[src/hdl/sfoc_pkg.sv]
// sfoc_pkg: shared types, codes and reset values of the flap controller
`timescale 1ns / 1ps

package sfoc_pkg;

  // field widths
  localparam int unsigned OpW      = 2;
  localparam int unsigned MsW      = 16;
  localparam int unsigned HallW    = 12;
  localparam int unsigned AngleW   = 8;
  localparam int unsigned SwingW   = 7;
  localparam int unsigned EventW   = 3;
  localparam int unsigned TimerW   = 17;
  localparam int unsigned CfgIdxW  = 3;
  localparam int unsigned CfgDataW = 16;

  // largest servo angle in degrees
  localparam logic [AngleW-1:0] AngleMax = AngleW'(180);

  // configuration reset values
  localparam logic              LeftSideRst   = 1'b0;
  localparam logic [HallW-1:0]  OpenThreshRst = HallW'(2500);
  localparam logic [HallW-1:0]  CloseThreshRst = HallW'(1500);
  localparam logic [MsW-1:0]    TimeoutRst    = MsW'(2000);
  localparam logic [AngleW-1:0] CenterRst     = AngleW'(90);
  localparam logic [SwingW-1:0] SwingRst      = SwingW'(45);

  // operation codes
  typedef enum logic [OpW-1:0] {
    OP_TICK   = 2'd0,
    OP_OPEN   = 2'd1,
    OP_CLOSE  = 2'd2,
    OP_UNUSED = 2'd3
  } op_e;

  // event codes
  typedef enum logic [EventW-1:0] {
    EV_NONE         = 3'd0,
    EV_OPEN_START   = 3'd1,
    EV_CLOSE_START  = 3'd2,
    EV_REACHED_OPEN = 3'd3,
    EV_REACHED_SHUT = 3'd4,
    EV_TIMEOUT      = 3'd5
  } event_e;

  // configuration register indexes
  typedef enum logic [CfgIdxW-1:0] {
    REG_LEFT_SIDE     = 3'd0,
    REG_OPEN_THRESH   = 3'd1,
    REG_CLOSE_THRESH  = 3'd2,
    REG_MOVE_TIMEOUT  = 3'd3,
    REG_REST_ANGLE    = 3'd4,
    REG_SWING_OFFSET  = 3'd5
  } reg_idx_e;

  // input transaction payload
  typedef struct packed {
    logic [OpW-1:0]   operation;
    logic [MsW-1:0]   elapsed_ms;
    logic [HallW-1:0] hall_sample;
  } in_item_t;

  // result transaction payload
  typedef struct packed {
    logic              servo_write;
    logic [AngleW-1:0] servo_angle;
    logic [EventW-1:0] event_res;
    logic              is_open;
    logic              is_closing;
  } out_item_t;

  // configuration register contents
  typedef struct packed {
    logic              left_side;
    logic [HallW-1:0]  open_threshold;
    logic [HallW-1:0]  close_threshold;
    logic [MsW-1:0]    move_timeout_ms;
    logic [AngleW-1:0] rest_angle;
    logic [SwingW-1:0] swing_offset;
  } cfg_t;

  // flap state
  typedef struct packed {
    logic              open_flag;
    logic              opening_flag;
    logic              closing_flag;
    logic [TimerW-1:0] move_timer;
  } flap_state_t;

endpackage

[src/hdl/sfoc_cfg_regs.sv]
// sfoc_cfg_regs: configuration register file of the flap controller
`timescale 1ns / 1ps

module sfoc_cfg_regs (
  input  logic                     clk_i,
  input  logic                     rst_ni,
  input  logic                     cfg_we_i,
  input  logic [sfoc_pkg::CfgIdxW-1:0]  cfg_idx_i,
  input  logic [sfoc_pkg::CfgDataW-1:0] cfg_wdata_i,
  output sfoc_pkg::cfg_t           cfg_o
);
  import sfoc_pkg::*;

  cfg_t cfg_q, cfg_d;

  // decode a register write, wider data is truncated to the register
  always_comb begin
    cfg_d = cfg_q;
    if (cfg_we_i) begin
      unique case (cfg_idx_i)
        REG_LEFT_SIDE:    cfg_d.left_side       = cfg_wdata_i[0];
        REG_OPEN_THRESH:  cfg_d.open_threshold  = cfg_wdata_i[HallW-1:0];
        REG_CLOSE_THRESH: cfg_d.close_threshold = cfg_wdata_i[HallW-1:0];
        REG_MOVE_TIMEOUT: cfg_d.move_timeout_ms = cfg_wdata_i[MsW-1:0];
        REG_REST_ANGLE:   cfg_d.rest_angle      = cfg_wdata_i[AngleW-1:0];
        REG_SWING_OFFSET: cfg_d.swing_offset    = cfg_wdata_i[SwingW-1:0];
        default:          cfg_d = cfg_q;
      endcase
    end
  end

  always_ff @(posedge clk_i or negedge rst_ni) begin
    if (!rst_ni) begin
      cfg_q.left_side       <= LeftSideRst;
      cfg_q.open_threshold  <= OpenThreshRst;
      cfg_q.close_threshold <= CloseThreshRst;
      cfg_q.move_timeout_ms <= TimeoutRst;
      cfg_q.rest_angle      <= CenterRst;
      cfg_q.swing_offset    <= SwingRst;
    end else begin
      cfg_q <= cfg_d;
    end
  end

  assign cfg_o = cfg_q;

endmodule

[src/hdl/sfoc_step.sv]
// sfoc_step: next flap state and result for one transaction
`timescale 1ns / 1ps

module sfoc_step (
  input  sfoc_pkg::in_item_t    item_i,
  input  sfoc_pkg::cfg_t        cfg_i,
  input  sfoc_pkg::flap_state_t state_i,
  output sfoc_pkg::flap_state_t state_o,
  output sfoc_pkg::out_item_t   result_o
);
  import sfoc_pkg::*;

  logic [AngleW:0]   plus_sum;
  logic [AngleW-1:0] plus_angle;
  logic [AngleW-1:0] minus_angle;
  logic [AngleW-1:0] center_clamped;
  logic [AngleW-1:0] open_angle;
  logic [AngleW-1:0] close_angle;
  logic [TimerW:0]   timer_sum;
  logic [TimerW-1:0] timer_sat;
  logic              moving;
  logic              timed_out;
  logic              open_w;
  logic              opening_w;
  logic              closing_w;
  logic              wr;
  logic [AngleW-1:0] angle;
  event_e            ev;

  // servo angles, each clamped to the servo range
  assign plus_sum       = {1'b0, cfg_i.rest_angle} + (AngleW+1)'(cfg_i.swing_offset);
  assign plus_angle     = (plus_sum > (AngleW+1)'(AngleMax)) ? AngleMax
                                                             : plus_sum[AngleW-1:0];
  assign center_clamped = (cfg_i.rest_angle > AngleMax) ? AngleMax : cfg_i.rest_angle;

  always_comb begin
    if (cfg_i.rest_angle < AngleW'(cfg_i.swing_offset)) begin
      minus_angle = '0;
    end else if ((cfg_i.rest_angle - AngleW'(cfg_i.swing_offset)) > AngleMax) begin
      minus_angle = AngleMax;
    end else begin
      minus_angle = cfg_i.rest_angle - AngleW'(cfg_i.swing_offset);
    end
  end

  // the left flap opens towards the plus side
  assign open_angle  = cfg_i.left_side ? plus_angle : minus_angle;
  assign close_angle = cfg_i.left_side ? minus_angle : plus_angle;

  // saturating move timer and timeout compare
  assign moving    = state_i.opening_flag | state_i.closing_flag;
  assign timer_sum = {1'b0, state_i.move_timer} + (TimerW+1)'(item_i.elapsed_ms);
  assign timer_sat = timer_sum[TimerW] ? '1 : timer_sum[TimerW-1:0];
  assign timed_out = moving && (timer_sat >= TimerW'(cfg_i.move_timeout_ms));

  // command and tick handling
  always_comb begin
    state_o   = state_i;
    wr        = 1'b0;
    angle     = '0;
    ev        = EV_NONE;
    open_w    = state_i.open_flag;
    opening_w = state_i.opening_flag;
    closing_w = state_i.closing_flag;
    unique case (op_e'(item_i.operation))
      OP_OPEN: begin
        if (!state_i.open_flag) begin
          state_o.opening_flag = 1'b1;
          state_o.closing_flag = 1'b0;
          state_o.move_timer   = '0;
          wr                   = 1'b1;
          angle                = open_angle;
          ev                   = EV_OPEN_START;
        end
      end
      OP_CLOSE: begin
        if (state_i.open_flag) begin
          state_o.opening_flag = 1'b0;
          state_o.closing_flag = 1'b1;
          state_o.open_flag    = 1'b0;
          state_o.move_timer   = '0;
          wr                   = 1'b1;
          angle                = close_angle;
          ev                   = EV_CLOSE_START;
        end
      end
      OP_TICK: begin
        if (moving) begin
          state_o.move_timer = timer_sat;
        end
        // timeout ends the move, an opening move then counts as open
        if (timed_out) begin
          open_w    = state_i.open_flag | state_i.opening_flag;
          opening_w = 1'b0;
          closing_w = 1'b0;
          wr        = 1'b1;
          angle     = center_clamped;
          ev        = EV_TIMEOUT;
        end
        // end detection by the hall sensor
        if (opening_w && (item_i.hall_sample >= cfg_i.open_threshold)) begin
          opening_w = 1'b0;
          open_w    = 1'b1;
          wr        = 1'b1;
          angle     = center_clamped;
          ev        = EV_REACHED_OPEN;
        end else if (closing_w && (item_i.hall_sample <= cfg_i.close_threshold)) begin
          closing_w = 1'b0;
          wr        = 1'b1;
          angle     = center_clamped;
          ev        = EV_REACHED_SHUT;
        end
        state_o.open_flag    = open_w;
        state_o.opening_flag = opening_w;
        state_o.closing_flag = closing_w;
      end
      default: begin
        state_o = state_i;
      end
    endcase
  end

  assign result_o.servo_write = wr;
  assign result_o.servo_angle = angle;
  assign result_o.event_res   = ev;
  assign result_o.is_open     = state_o.open_flag;
  assign result_o.is_closing  = state_o.closing_flag;

endmodule

[src/hdl/servo_flap_open_close_controller.sv]
// servo_flap_open_close_controller: top level of the servo flap controller
`timescale 1ns / 1ps

// channel   | handshake                  | payload
// input     | in_valid_i / in_ready_o    | in_data_i   (operation, elapsed_ms, hall_sample)
// result    | out_valid_o / out_ready_i  | out_data_o  (servo_write .. is_closing)
// config    | cfg_we_i                   | cfg_idx_i, cfg_wdata_i
//
// one transaction per cycle sustained while the result is not stalled
// a transaction passes the input register and the step logic into the result register
// the flap state is updated when a transaction moves from input to result register
// a stalled result holds the result register; the input register still takes one more
// reset clears flags, timer and valids and loads the configuration defaults

module servo_flap_open_close_controller (
  input  logic                          clk_i,
  input  logic                          rst_ni,
  input  logic                          in_valid_i,
  output logic                          in_ready_o,
  input  sfoc_pkg::in_item_t            in_data_i,
  output logic                          out_valid_o,
  input  logic                          out_ready_i,
  output sfoc_pkg::out_item_t           out_data_o,
  input  logic                          cfg_we_i,
  input  logic [sfoc_pkg::CfgIdxW-1:0]  cfg_idx_i,
  input  logic [sfoc_pkg::CfgDataW-1:0] cfg_wdata_i
);
  import sfoc_pkg::*;

  cfg_t        cfg;
  in_item_t    in_data_q;
  logic        in_valid_q;
  out_item_t   out_data_q;
  logic        out_valid_q;
  flap_state_t state_q;
  flap_state_t state_d;
  out_item_t   result;
  logic        advance;

  // configuration registers
  sfoc_cfg_regs u_cfg_regs (
    .clk_i       (clk_i),
    .rst_ni      (rst_ni),
    .cfg_we_i    (cfg_we_i),
    .cfg_idx_i   (cfg_idx_i),
    .cfg_wdata_i (cfg_wdata_i),
    .cfg_o       (cfg)
  );

  // state update and result for the registered transaction
  sfoc_step u_step (
    .item_i   (in_data_q),
    .cfg_i    (cfg),
    .state_i  (state_q),
    .state_o  (state_d),
    .result_o (result)
  );

  // pipeline flow control
  assign advance    = in_valid_q & (~out_valid_q | out_ready_i);
  assign in_ready_o = ~in_valid_q | advance;

  // input register
  always_ff @(posedge clk_i or negedge rst_ni) begin
    if (!rst_ni) begin
      in_valid_q <= 1'b0;
    end else if (in_ready_o) begin
      in_valid_q <= in_valid_i;
    end
  end

  always_ff @(posedge clk_i) begin
    if (in_ready_o && in_valid_i) begin
      in_data_q <= in_data_i;
    end
  end

  // flap state
  always_ff @(posedge clk_i or negedge rst_ni) begin
    if (!rst_ni) begin
      state_q <= '0;
    end else if (advance) begin
      state_q <= state_d;
    end
  end

  // result register
  always_ff @(posedge clk_i or negedge rst_ni) begin
    if (!rst_ni) begin
      out_valid_q <= 1'b0;
    end else if (advance) begin
      out_valid_q <= 1'b1;
    end else if (out_ready_i) begin
      out_valid_q <= 1'b0;
    end
  end

  always_ff @(posedge clk_i) begin
    if (advance) begin
      out_data_q <= result;
    end
  end

  assign out_valid_o = out_valid_q;
  assign out_data_o  = out_data_q;

endmodule
[config.mk]
export PLATFORM = sky130hd
export DESIGN_NAME = servo_flap_open_close_controller
export DESIGN_NICKNAME = d
export VERILOG_FILES = /design/src/hdl/sfoc_pkg.sv /design/src/hdl/sfoc_cfg_regs.sv /design/src/hdl/sfoc_step.sv /design/src/hdl/servo_flap_open_close_controller.sv
export SDC_FILE = /design/constraint.sdc
export NUM_CORES = 1
export LEC_CHECK = 0
export ABC_CLOCK_PERIOD_IN_PS = 4550
export BUFFER_PORTS_ARGS = -buffer_cell sky130_fd_sc_hd__buf_4
export CAP_MARGIN = 20
export CORE_MARGIN = 3
export CORE_UTILIZATION = 30
export DETAILED_ROUTE_END_ITERATION = 8
export SETUP_SLACK_MARGIN = 0.1
export SLEW_MARGIN = 40
export SYNTH_ARGS = -nofsm -noshare
export SYNTH_HDL_FRONTEND = slang
export SYNTH_SLANG_ARGS = --single-unit
[constraint.sdc]
create_clock -name clk_i -period 4.55 [get_ports clk_i]
set_input_delay 0.2275 -clock clk_i [delete_from_list [all_inputs] [get_ports clk_i]]
set_output_delay 0.2275 -clock clk_i [all_outputs]
set_load 0.01 [all_outputs]
# After elaboration in Yosys (flattened, before gate mapping)
# Index checks and enable logic that the tools add are counted.
[word_totals] register_bits=122 inputBits=54 out_inout_bits=16 elab_cells=104
[classes] add_sub_neg=3 order_cmp=7 eq_ne=10 n_mux=41 bitwise=7 reduce_logical=16
[ops] operator="$mux W8" count=11
[ops] operator="$pmux W19 S3" count=1
[ops] operator="$mux W19" count=2
[ops] operator="$mux W17" count=2
[ops] operator="$pmux W8 S3" count=1
[ops] operator="$add A17 B16 Y18" count=1
[ops] operator="$ge A17 B16 Y1" count=1
[ops] operator="$mux W1" count=17
[ops] operator="$gt A8 B8 Y1 const B" count=2
[ops] operator="$ge A12 B12 Y1" count=1
[ops] operator="$le A12 B12 Y1" count=1
[ops] operator="$reduce_and A2 Y1" count=6
[ops] operator="$add A8 B7 Y9" count=1
[ops] operator="$gt A9 B8 Y1 const B" count=1
[ops] operator="$mux W3" count=3
[ops] operator="$pmux W3 S3" count=1
[ops] operator="$lt A8 B7 Y1" count=1
[ops] operator="$sub A8 B7 Y8" count=1
[ops] operator="$eq A3 B2 Y1 const B" count=2
[ops] operator="$eq A3 B3 Y1 const B" count=2
[ops] operator="$reduce_and A5 Y1" count=1
[ops] operator="$logic_and A1 B1 Y1" count=4
[ops] operator="$ne A2 B2 Y1 const B" count=2
[ops] operator="$or A1 B1 Y1" count=4
[ops] operator="other kinds (14)" count=15

# Longest topological paths before layout
[logic_depth] word_depth=10 mapped_depth=18 depth_no_buf=17

# Cells and area by module
# A second synthesis with hierarchy kept.
[unflattened] hier_cells=693 area_unflattened_um2=7892.6
[modules_own_cells] mod="sfoc_step" n_inst=1 cells_each=476 area_each_um2=3330.7 seq_area_each_um2=0.0
[modules_own_cells] mod="sfoc_cfg_regs" n_inst=1 cells_each=122 area_each_um2=2316.0 seq_area_each_um2=1433.9
[modules_own_cells] mod="servo_flap_open_close_controller" n_inst=1 cells_each=95 area_each_um2=2245.9 seq_area_each_um2=1871.8

# Least setup slack after synthesis
# OpenSTA, ideal clock, no wires.
[synth_path] kind="reg2reg" start="register in_data_q[13] (netlist name)" end="register out_data_q, in the netlist out_data_o[0], data pin" setup_time_ns=0.146 arrival_time_ns=3.879 required_ns=4.404 path_slack_ns=0.525 stages_incl_launch_ff=19 path_buffers=1 synth_period_minus_slack_ns=4.025 cell_sequence="edfxtp_1 > ha_1 > a21o_1 > nand4_1 > a221o_1 > a21boi_1 > a21oi_1 > nand2b_1 > buf_2 > nand2_1 > ha_1 > a21o_1 > a211oi_1 > o211a_1 > a21oi_1 > a211oi_1 > nand2_1 > or3_1 > a21oi_1"
[synth_lines] item="from (decl)" line="servo_flap_open_close_controller.sv:31" text="in_item_t in_data_q;"
[synth_lines] item="from (signal assigned)" line="servo_flap_open_close_controller.sv:74" text="in_data_q <= in_data_i;"
[synth_lines] item="to (signal assigned)" line="servo_flap_open_close_controller.sv:100" text="out_data_q <= result;"
[synth_lines] item="to (decl)" line="servo_flap_open_close_controller.sv:33" text="out_item_t out_data_q;"

==> summary.md <==
| Metric | Value |
|---|---|
| Overflow after GRT | 0 |
| DIE AREA | 27100 µm² |
| Root Buffer | clkbuf_16 |
| Post-synthesis sequential area ratio | 43.7% |
| Worst min-delay path category | in -> reg |
| CP max-delay cell | fa_1 |
| RSZ-0062 raised after global routing | no |
| Final Hold Viols | 0 |
| Initial Util | 30.8% |
| Total routed wirelength | ~18000 µm |
| First-pass GRT wire length | 30600 µm |
| Worst path max stage delay | 0.40 ns |
| Crit path launch type | flop |
| Vias/cell | between 5 and 6 |
| Seq pwr share | 30.1% |
| R2R Setup Slk | approximately 0.41 ns |
| Area of the multi-input gates | 4010 µm² |
| FF-to-FF path depth | 17 |
| Synthesized instance count | 737 |
| Filler cells | 2437 |
| Worst slew margin | 53.3% |
| Crit end category | flop |
| TritonRoute pass-1 iters | 5 |
| Clock power frac | 26.5% |
| Synthesis-to-layout area growth | 25.8% |
| Vias in the first global route | between 5000 and 6000 |
| Core area | 24500 µm² |
| Setup TNS | 0 ns |
| CP required | 4.71 ns |
| DRC Markers | 0 |
| GPL Wtd Cong | 0.853 |
| Power per Cell Area | 555 nW/µm² |
| Fin nets | 977 |
| Clock skew | 0.0109 ns |
| Synthesis Warnings | 0 |
| Final Max Tran Viols | 0 |
| H-tree Lvls | 4 |
| Wirelength per Cell | 15.6 µm |
| Syn_area_per_cell | about 10 µm² |
| Worst-margin pin slew | around 0.7 ns |
| Library cells used by synthesis | 78 |
| # rows | 57 |
| Vias | 5944 |
| Max Buffers Root-to-Sink | 2 |
| Crit-path max FO | 6 |
| Finish-stage setup viols | 0 |
| Leak Pwr | 4.13 nW |
| Initial DRC count | 398 |
| Comb power frac | 43.4% |
| Fin crit share | between 90% and 100% |
| Crit path time final | 4.14 ns |
| Switching Fraction | 37.7% |
| CTS buffer count | 17 |
| Port Buffer Count | 69 |
| Outcome | complete, no violations |
| TritonCTS sink count | 122 |
| FF+latch area | 3310 µm² |
| Ys flop type | dfrtp_1 |
| Final Total Pwr | 5.28 mW |
| Fraction of layout instances using a drive strength above 1 | 23.3% |
| Synth Register Bits | between 100 and 150 |
| Antenna violations before repair | 0 |
| Die W | 165 µm |
| R2r startpoint | in_data_q[12] |
| CP Cell Sequence | ha_1 > fa_1 > a21o_1 > a221oi_4 > o211ai_1 > xnor2_1 > nand2_1 > ha_1 > a21o_1 > a211oi_2 > o211a_1 > a21oi_1 > a211oi_2 > buf_4 > nand2_1 > a211oi_1 > a21oi_1 |
| Cell area after synthesis | 7560 µm² |
| Number of enable flip-flop cells after synthesis | 44 |
| Later-pin clock latency in the skew report | 0.42 ns |
| Async set-reset flop share out of synthesis | 63.9% |
| Internal | 3.29 mW |
| DIE HEIGHT | 165 µm |
| Crit path DAT | 4.30 ns |
| Final ANT Viol Nets | 0 |
| CTS tree | done |
| Worst hold start | in_valid_i |
| Min-Delay Path Depth | 2 |
| Net Sw Power | approximately 2 mW |
| Clock slew at reported path FFs | 0.06 ns |
| Peak Freq | 241 MHz |
| RR Endpoint | out_data_o[1] |
| Ant diodes | 0 |
| Worst VDD drop | 0.251 mV |
| Hpwl dp | 13700 µm |
| Max-cap violations | 0 |
| Global Route Usage Sum | between 10% and 20% |
| Net Count, Synth | 864 |
| Largest net degree at the start of global routing | 71 |
| Hold Path Sink | in_valid_q |
| WS Path Type | reg -> reg |
| IO Pins | 70 |
## synthesized netlist by cell type, drive strengths merged (5+ instances only)
cell / n / share of area (%)
nor3: 7 / 0.46
edfxtp: 44 / 17
o31a: 5 / 0.60
nand2b: 12 / 0.99
clkbuf: 12 / 0.60
dfstp: 26 / 9.0
inv: 64 / 3.2
or3: 5 / 0.41
mux2: 31 / 4.6
a21boi: 5 / 0.50
o211ai: 7 / 0.70
nand2: 64 / 3.2
a31oi: 6 / 0.50
a211oi: 10 / 1.1
nor3b: 7 / 0.70
a211o: 5 / 0.58
nand3: 14 / 0.93
ha: 70 / 12
and2: 7 / 0.58
a21oi: 36 / 2.4
or2: 10 / 0.86
a21o: 13 / 1.3
nor2b: 10 / 0.83
dfrtp: 52 / 17
o21ai: 56 / 3.7
a22o: 14 / 1.6
nor2: 36 / 1.8
and3: 6 / 0.50
nand4: 8 / 0.66
buf: 6 / 0.43
nor4: 6 / 0.58
xnor2: 15 / 1.7
a221oi: 5 / 0.66
## what timing repair did
action / 4_1_cts / 5_1_grt
hold buffers: 31 / 0
setup endpoints to repair: 0 / 17
gates resized for setup: 0 / 12
hold endpoints to repair: 38 / 0
setup buffers: 0 / 2
## cell families after synthesis
family                     Yosys count  share of synthesized area, %
adders and majority gates           73                          12.4
buffers and inverters               83                          4.25
muxes                               33                          4.88
AOI/OAI and AO/OA                  204                          18.9
and+or+nand+nor                    203                          13.7
DFF                                122                          43.7
xor gates and xnor gates            19                          2.20
## worst max-delay path: cells and delay by family (launching register included)
kind	cells	cell delay, ns
adder cells (fa/ha/maj)	3	0.92
AND/OR/NAND/NOR	2	0.21
AO/OA/AOI/OAI	10	2.04
buffers and inverters	1	0.16
flip-flops	1	0.37
XOR/XNOR	1	0.17
## cell usage in the layout (no fill, tap or decap), types with 14 or more instances in the layout
cell type	count
buf_4	80
ha_1	70
inv_1	63
nand2_1	63
dfrtp_1	52
o21ai_0	51
edfxtp_1	44
nor2_1	36
a21oi_1	35
mux2_2	31
dlygate4sd3_1	31
dfstp_2	26
clkbuf_16	20
xnor2_1	15
nand3_1	14
a22o_1	14
## metrics by stage
step	std cells	utilization (%)	setup slack, ns	area, µm²	hold WS [ns]
3_5_place_dp	1122	34.6	0.121	8490	0.0695
3_3_place_gp	1121	34.6	0.239	8480	0.0663
4_1_cts	1185	38.4	0.104	9420	0.000343
5_1_grt	1187	38.7	0.0949	9500	0.0122
6_report	1187	38.7	0.407	9500	0.0170
2_1_floorplan	737	-	0.525	7560	-0.0681
## sequential cells by signal (all words and copies together) (netlist names)
name	count
in_data_q	30
in_valid_q	1
out_data_o	14
out_valid_o	1
state_q	20
u_cfg_regs.cfg_o	56
## cell type report
cell class                 instances  area share, %
inverter                          65           2.57
sequential                       122           34.8
clock buffer                      20           5.27
timing repair buffer             112           9.70
clock inverter                    12           1.25
tap                              324           4.27
multi-input combinational        532           42.2
## worst max-delay path by stage
stage                       start       endpoint
CTS                 in_data_q[13]  out_data_o[3]
detailed placement  in_data_q[13]  out_data_o[1]
global placement    in_data_q[12]  out_data_o[0]
global route        in_data_q[20]  out_data_o[3]
finish              in_data_q[12]  out_data_o[1]
floorplan           in_data_q[13]  out_data_o[0]
## power groups by stage
stage	clock [mW]	sequential, mW	combinational (mW)
floorplan	0	1.55	1.64
global placement	0	1.60	2.17
detailed placement	0	1.60	2.18
CTS	1.44	1.59	2.22
global route	1.49	1.62	2.58
finish	1.40	1.59	2.29
## routing by layer
| layer | up-vias | GRT usage (%) | part of all wire (%) |
|---|---|---|---|
| met1 | 2827 | 19.7 | 49 |
| li1 | 2943 | - | - |
| met5 | - | 0 | 0 |
| met2 | 149 | 22.2 | 45 |
| met3 | 25 | 2.73 | 4.0 |
| met4 | 0 | 4.57 | 1.8 |
Note: power is estimated with default switching activity, not from simulation.
